===== config.mk =====
export PLATFORM = sky130hd
export DESIGN_NAME = nsp_div
export DESIGN_NICKNAME = d
export VERILOG_FILES = /design/src/hdl/nsp_pkg.sv /design/src/hdl/nsp_div.sv
export SDC_FILE = /design/constraint.sdc
export NUM_CORES = 1
export LEC_CHECK = 0
export ABC_AREA = 1
export BUFFER_PORTS_ARGS = -buffer_cell sky130_fd_sc_hd__buf_2
export CORE_MARGIN = 3
export CORE_UTILIZATION = 35
export CTS_BUF_LIST = sky130_fd_sc_hd__clkbuf_4 sky130_fd_sc_hd__clkbuf_8 sky130_fd_sc_hd__clkbuf_16
export CTS_CLUSTER_DIAMETER = 50
export DETAILED_ROUTE_END_ITERATION = 12
export PLACE_DENSITY = 0.57
export REMOVE_ABC_BUFFERS = 1
export SETUP_SLACK_MARGIN = 0.1
export SYNTH_ARGS = -nofsm -noshare
export SYNTH_HDL_FRONTEND = slang
export SYNTH_SLANG_ARGS = --single-unit

===== constraint.sdc =====
create_clock -name i_clk -period 3.47 [get_ports i_clk]
set_input_delay 0 -clock i_clk [delete_from_list [all_inputs] [get_ports i_clk]]
set_output_delay 0 -clock i_clk [all_outputs]
set_load 0.03 [all_outputs]

===== src/hdl/nsp_pkg.sv =====
// ----------------------------------------------------------------------------
// nsp_pkg
// Types, constants and the nibble table of the two-channel nibble player.
// ----------------------------------------------------------------------------
package nsp_pkg;

    localparam int ADDR_BITS_DEF = 16;
    localparam int DIVIDEND_BITS = 32;
    localparam int DIVISOR_BITS  = 16;

    localparam logic [DIVIDEND_BITS-1:0] STEP_BASE_RESET = 32'd732076;
    localparam logic [7:0]               REPEAT_FOREVER  = 8'hFF;
    localparam logic [3:0]               SILENT_NIBBLE   = 4'h8;

    localparam logic [1:0] OP_TICK  = 2'd0;
    localparam logic [1:0] OP_WRITE = 2'd1;
    localparam logic [1:0] OP_START = 2'd2;
    localparam logic [1:0] OP_STOP  = 2'd3;

    typedef struct packed {
        logic [1:0]  opcode;
        logic        channel;
        logic [15:0] mem_address;
        logic [7:0]  mem_byte;
        logic [1:0]  volume_shift;
        logic [15:0] start_address;
        logic [15:0] end_address;
        logic [7:0]  repeat_count;
        logic [15:0] repeat_address;
        logic        nibble_order;
        logic [15:0] period;
        logic [7:0]  scale;
    } t_in;

    typedef struct packed {
        logic signed [8:0] mixed_sample;
        logic              active_first;
        logic              active_second;
    } t_out;

    typedef struct packed {
        logic                     active;
        logic [1:0]               shift;
        logic [15:0]              address;
        logic [15:0]              end_addr;
        logic [7:0]               repeats;
        logic [15:0]              repeat_address;
        logic                     order;
        logic                     scaled;
        logic [DIVISOR_BITS-1:0]  last_period;
        logic [DIVIDEND_BITS-1:0] step;
        logic [31:0]              position;
    } t_chan;

    // 4-bit code to signed 8-bit level; code 8 is silence
    function automatic logic [7:0] nibble_map(input logic [3:0] code);
        logic [7:0] v;
        unique case (code)
            4'h0: v = 8'h81;
            4'h1: v = 8'h90;
            4'h2: v = 8'hA0;
            4'h3: v = 8'hB0;
            4'h4: v = 8'hC0;
            4'h5: v = 8'hD0;
            4'h6: v = 8'hE0;
            4'h7: v = 8'hF0;
            4'h8: v = 8'h00;
            4'h9: v = 8'h10;
            4'hA: v = 8'h20;
            4'hB: v = 8'h30;
            4'hC: v = 8'h40;
            4'hD: v = 8'h50;
            4'hE: v = 8'h60;
            4'hF: v = 8'h70;
        endcase
        return v;
    endfunction

endpackage


===== src/hdl/nsp_div.sv =====
// ----------------------------------------------------------------------------
// nsp_div
// Restoring unsigned divider, one quotient bit per cycle, for the step value.
// ----------------------------------------------------------------------------
module nsp_div (
    input  logic                              i_clk,
    input  logic                              i_rst_n,
    input  logic                              i_start,
    input  logic [nsp_pkg::DIVIDEND_BITS-1:0] i_dividend,
    input  logic [nsp_pkg::DIVISOR_BITS-1:0]  i_divisor,
    output logic                              o_done,
    output logic [nsp_pkg::DIVIDEND_BITS-1:0] o_quotient
);
    import nsp_pkg::*;

    localparam int CNT_BITS = $clog2(DIVIDEND_BITS);

    logic                     r_busy;
    logic                     r_done;
    logic [CNT_BITS-1:0]      r_cnt;
    logic [DIVIDEND_BITS-1:0] r_quo;
    logic [DIVISOR_BITS-1:0]  r_rem;
    logic [DIVISOR_BITS-1:0]  r_div;

    logic [DIVISOR_BITS:0]    rem_sh;
    logic [DIVISOR_BITS:0]    rem_sub;
    logic                     take;
    logic [DIVISOR_BITS-1:0]  n_rem;

    always_comb begin
        rem_sh  = {r_rem, r_quo[DIVIDEND_BITS-1]};
        rem_sub = rem_sh - {1'b0, r_div};
        take    = (rem_sh >= {1'b0, r_div});
        n_rem   = take ? rem_sub[DIVISOR_BITS-1:0] : rem_sh[DIVISOR_BITS-1:0];
    end

    always_ff @(posedge i_clk) begin
        if (!i_rst_n) begin
            r_busy <= 1'b0;
            r_done <= 1'b0;
            r_cnt  <= '0;
        end else begin
            r_done <= 1'b0;
            if (i_start) begin
                r_busy <= 1'b1;
                r_cnt  <= '0;
            end else if (r_busy) begin
                r_cnt <= r_cnt + 1'b1;
                if (r_cnt == CNT_BITS'(DIVIDEND_BITS - 1)) begin
                    r_busy <= 1'b0;
                    r_done <= 1'b1;
                end
            end
        end
    end

    always_ff @(posedge i_clk) begin
        if (i_start) begin
            r_quo <= i_dividend;
            r_rem <= '0;
            r_div <= i_divisor;
        end else if (r_busy) begin
            r_quo <= {r_quo[DIVIDEND_BITS-2:0], take};
            r_rem <= n_rem;
        end
    end

    assign o_done     = r_done;
    assign o_quotient = r_quo;

endmodule

==> results of run 1 <==
-- what timing repair did --
item                                    in CTS  in global routing
endpoints found under the hold margin       49                  0
hold buffers                                48                  0
gates resized for setup                      0                  0
endpoints found under the setup margin       0                  0
-- path summary, 6_finish.rpt --
check | start | endpoint | slack [ns]
setup reg to reg | r_div[14] | r_rem[13] | 1.28
hold reg to reg | r_cnt[4] | r_cnt[4] | 0.46
setup / recovery | r_div[14] | r_rem[13] | 1.28
hold / removal | i_dividend[0] | o_quotient[0] | 0.05
-- routing by layer --
metal | share of wire | vias to the layer above
met5 | 0 | -
met4 | 0.018 | 0
met3 | 0.064 | 16
met2 | 0.46 | 97
met1 | 0.46 | 1606
li1 | - | 1915
-- registers in the layout, indices dropped and copies added, names as in the netlist --
signal	cells
o_quotient	32
r_div	16
r_rem	16
r_cnt	5
o_done	1
r_busy	1
-- power breakdown --
| part | internal (mW) | total (mW) | switching [mW] |
|---|---|---|---|
| Combinational | 0.140 | 0.369 | 0.230 |
| Sequential | 0.974 | 1.00 | 0.0289 |
| Clock | 0.487 | 0.837 | 0.349 |
| Total | 1.60 | 2.21 | 0.608 |
-- logic make-up after synthesis --
group	Yosys count
adders and majority gates	19
AOI/OAI and AO/OA	19
DFF	71
buffers and inverters	96
xor gates and xnor gates	6
and+or+nand+nor	317
-- worst register-to-register path, stage by stage, from the launching register on --
cell	delay, ns
edfxtp_1	0.32
inv_1	0.04
ha_1	0.34
a21oi_1	0.27
o21a_1	0.17
nand2_2	0.07
nor2_4	0.42
nand2_4	0.24
nand2_1	0.13
nand3_1	0.07
nand2_1	0.06
-- per-stage QoR --
stage | worst slack, ns | utilization | instance area, µm² | std cells
global route | 1.08 | 0.483 | 5330 | 805
finish | 1.28 | 0.483 | 5330 | 805
detailed placement | 1.24 | 0.415 | 4580 | 741
CTS | 1.22 | 0.483 | 5330 | 805
floorplan | 1.49 | - | 3960 | 514
global placement | 1.28 | 0.415 | 4580 | 741
-- synth_stat cells (all sizes together) --
master and instances:
nand2 243, inv 81, edfxtp 48, nand3 42, dfxtp 23, ha 18
nor2 16, a21oi 12, clkbuf 9, nor3 6, buf 5, xnor2 5
nand4 4, nand3b 3, a31oi 2, o21ai 2, a211oi 1, and3 1
clkinv 1, fa 1, nor3b 1, o21a 1, o21bai 1, or2 1
xor2 1
-- cell type report --
cell class	count	area (µm²)	area share
timing repair buffer	135	926	0.174
sequential	71	1900	0.357
clock inverter	6	37.5	0.00704
tap	140	175	0.0329
clock buffer	10	233	0.0437
inverter	82	308	0.0577
multi-input combinational	361	1750	0.328
==> impl_metrics.toml, run 1 <==
[setup_path]
worstSetupPathType = "flop to flop"
crit_buf_inv = 1
crit_arrival_ns = 2.47
crit_path_frequent_cell = "nand2_1"
rr_worst_depth = 10
start_kind = "flop"
slowest_stage = "nor2_4"
worstPathRequired_ns = 3.75
cp_top_family = "simple AND/OR/NAND/NOR gates"
worstSetupPathDepth = 10
cp-end-kind = "flop"
critPathMaxStageDelay_ns = 0.42
path_max_fanout = 18
worstPathCellList = "inv_1, ha_1, a21oi_1, o21a_1, nand2_2, nor2_4, nand2_4, nand2_1, nand3_1, nand2_1"

[yosys]
yosys.area_share.simple = 0.334
ys_ff_latch = 71
muxShareOfSynthArea = 0
synth_xor_xnor_area_share = 0.0130
synthTopCellsByArea = "edfxtp_1 36%, nand2_1 22%, dfxtp_1 11%"
synth_area_um2 = 4030
synth_compound_area_frac = 0.0261
synth.avg_cell_area_um2 = 7.63
syn_inst = 528
synth_top_family_by_area = "simple AND/OR/NAND/NOR gates"
synthAdderAreaFrac = 0.0609
synth_top_area_share = 0.358
synth.distinct_cells = 34
yosys.area.top_type = "edfxtp_1"
ys_warn_count = 0
ys_seq_area_frac = 0.472

[global_route]
use_met2 = 0.266
grt_pass1_wl_um = 16800
grt_use_met3 = 0.0460
grtUsageTotal = 0.160
antenna_found_initial = 0
gr-usage-met1 = 0.196
grt_start_max_net_pins = 51
overflow = 0
top_usage_layer = "met2"
grt_pass1_vias = 3734

[clock_network]
htreeDepth = 3
cts_setup_buffers = 0
cts_buffer_depth = 2
clk_pin_slew_ns = 0.06
insertion_delay_ns = 0.33
cts_sinks = 71
cts_root_buf = "clkbuf_16"
cts_tree = "done"
numCtsBuffers = 9

[timing]
hold_viol_final = 0
tns_ns = 0
setup_violations = 0
clock_skew_ns = 0.00529
min_period_ns = 2.19
tightest_slew_ns = 0.928
finalCritPeriodShare = 0.631
max_freq_mhz = 456
slew-limit-headroom = 0.378
rsz0062_at_grt = "no"
final_max_slew_viol_count = 0
hold_ws_ns = 0.0477

[power_and_ir_drop]
p_total_mw = 2.21
ir_drop_uv = 248
power.leakage_nw = 2.80
p_per_area_nw_per_um2 = 414

[die]
die-area_um2 = 12800
die_h_um = 113
die_w_um = 113
rows = 38
core_area_um2 = 11000
start_util = 0.365
ios = 84

[worst_hold_path]
hold_depth = 3
hp-class = "input port to flop"

[final_layout]
layout_commonest_cell = "nand2_1"
layout_common_cells = "236 x nand2_1, 83 x buf_2, 78 x inv_1"
finalNetCount = 730
drive_gt1_frac = 0.179
syn_to_final_growth_pct = 32.3
fill_cells = 1073
n_antenna_cell = 0

[routing]
via_count = 3634
vias_per_cell = 4.51
wl_per_cell_um = 12.0
postRouteAntennaNets = 0
firstDrtPassIters = 4
drc = 0
drt_iter0_markers = 136
totalWireLength_um = 9680

[placed_design]
place.gp.congestion = 0.861
post-dp-hpwl_um = 6550
portBuffers = 83

[status]
status = "finished, final reports clean"

[flow_run]
max_cap_viol_count = 0
No activity file was read; power rests on OpenSTA's default activity.
==> run 2: changes to the inputs <==
- clock period: 3.47 -> 2.16 ns (I/O delays scaled with it)
==> impl_metrics.toml, run 2 (synthesis results as in run 1) <==
[status]
status = "finished, final reports clean"

[final_layout]
n_antenna_cell = 0
layout_commonest_cell = "nand2_1"
finalNetCount = 735
drive_gt1_frac = 0.193
syn_to_final_growth_pct = 35.5
layout_common_cells = "236 x nand2_1, 83 x buf_2, 77 x inv_1"
largest_reg_flops = 32
finalInstanceArea_um2 = 5460

[routing]
drt_iter0_markers = 167
firstDrtPassIters = 4
totalWireLength_um = 9950
via_count = 3691
wl_per_cell_um = 12.3
postRouteAntennaNets = 0
drc = 0
vias_per_cell = 4.56

[power_and_ir_drop]
ir_drop_uv = 495
p_per_area_nw_per_um2 = 683
p_total_mw = 3.73
power.leakage_nw = 2.84

[timing]
slew-limit-headroom = 0.719
hold_viol_final = 0
hold_ws_ns = 0.0369
tightest_slew_ns = 0.422
finalCritPeriodShare = 0.879
rsz0062_at_grt = "no"
clock_skew_ns = 0.00765
final_max_slew_viol_count = 0
min_period_ns = 1.90
tns_ns = 0
setup_violations = 0
max_freq_mhz = 527
setup_ws_ns = 0.262

[die]
core_area_um2 = 11000
start_util = 0.365
ios = 84
die_w_um = 113
die-area_um2 = 12800
die_h_um = 113
rows = 38

[setup_path]
worstSetupPathType = "flop to flop"
cp-end-kind = "flop"
worstPathRequired_ns = 2.39
crit_arrival_ns = 2.13
path_max_fanout = 18
start_kind = "flop"

[clock_network]
cts_buffer_depth = 2
numCtsBuffers = 9
cts_sinks = 71
htreeDepth = 3
clk_pin_slew_ns = 0.05
cts_tree = "done"
insertion_delay_ns = 0.34
cts_root_buf = "clkbuf_16"

[global_route]
grt_start_max_net_pins = 38
overflow = 0
grtUsageTotal = 0.164
grt_pass1_vias = 3698
antenna_found_initial = 0
grt_pass1_wl_um = 16800

[placed_design]
post-dp-hpwl_um = 6670
place.gp.congestion = 0.891
placed_area_um2 = 4620
portBuffers = 83
pre_cts_ws_ns = 0.182

[flow_run]
max_cap_viol_count = 0

[worst_hold_path]
hp-class = "input port to flop"
==> run 2: repair_timing <==
| item | 4_1_cts | 5_1_grt |
|---|---|---|
| endpoints found under the setup margin | 0 | 17 |
| hold endpoints to repair | 49 | 0 |
| buffers inserted | 0 | 1 |
| hold buffers | 48 | 0 |
| resized for setup | 0 | 7 |
==> run 2: layout make-up <==
cell class / count / area (µm²)
Inverter: 82 / 308
Sequential cell: 71 / 1900
Clock inverter: 5 / 56.3
Fill cell: 1066 / 5570
Tap cell: 140 / 175
Timing Repair Buffer: 140 / 988
Clock buffer: 11 / 253
Multi-Input combinational cell: 361 / 1780
==> run 2: worst max-delay path, stage by stage, from the launching register on <==
cell and delay [ns]:
edfxtp_1 0.33, inv_1 0.05, ha_1 0.36, nand2_1 0.22
nor3_4 0.33, nand2_8 0.16, nand2_8 0.15, nand2_1 0.07
nand3_1 0.07, nand2_1 0.05
==> run 2: per-stage QoR <==
step	instances	utilization
6_report	810	0.495
5_1_grt	810	0.495
4_1_cts	809	0.491
3_5_place_dp	745	0.419
3_3_place_gp	745	0.419
2_1_floorplan	514	-
==> run 2: report_power, final <==
part | internal, mW | switching, mW | leakage, nW | total [mW]
Combinational | 0.229 | 0.375 | 2.02 | 0.605
Sequential | 1.56 | 0.0465 | 0.671 | 1.61
Clock | 0.953 | 0.560 | 0.152 | 1.51
Total | 2.75 | 0.982 | 2.84 | 3.73
==> run 2: worst paths after layout <==
| kind | start | to | slack [ns] | cells past startpoint |
|---|---|---|---|---|
| worst max-delay path | r_div[14] | r_rem[15] | 0.26 | 9 |
| worst min-delay path | i_dividend[0] | o_quotient[0] | 0.04 | 3 |
| worst max register to register | r_div[14] | r_rem[15] | 0.26 | 9 |
| worst min register to register | r_cnt[4] | r_cnt[4] | 0.47 | 2 |
==> run 2: routing by layer <==
layer / global-route usage / vias up / part of all wire
li1: - / 1931 / -
met4: 0.0737 / 0 / 0.011
met1: 0.201 / 1665 / 0.46
met2: 0.269 / 87 / 0.48
met3: 0.0455 / 8 / 0.053
met5: 0 / - / 0
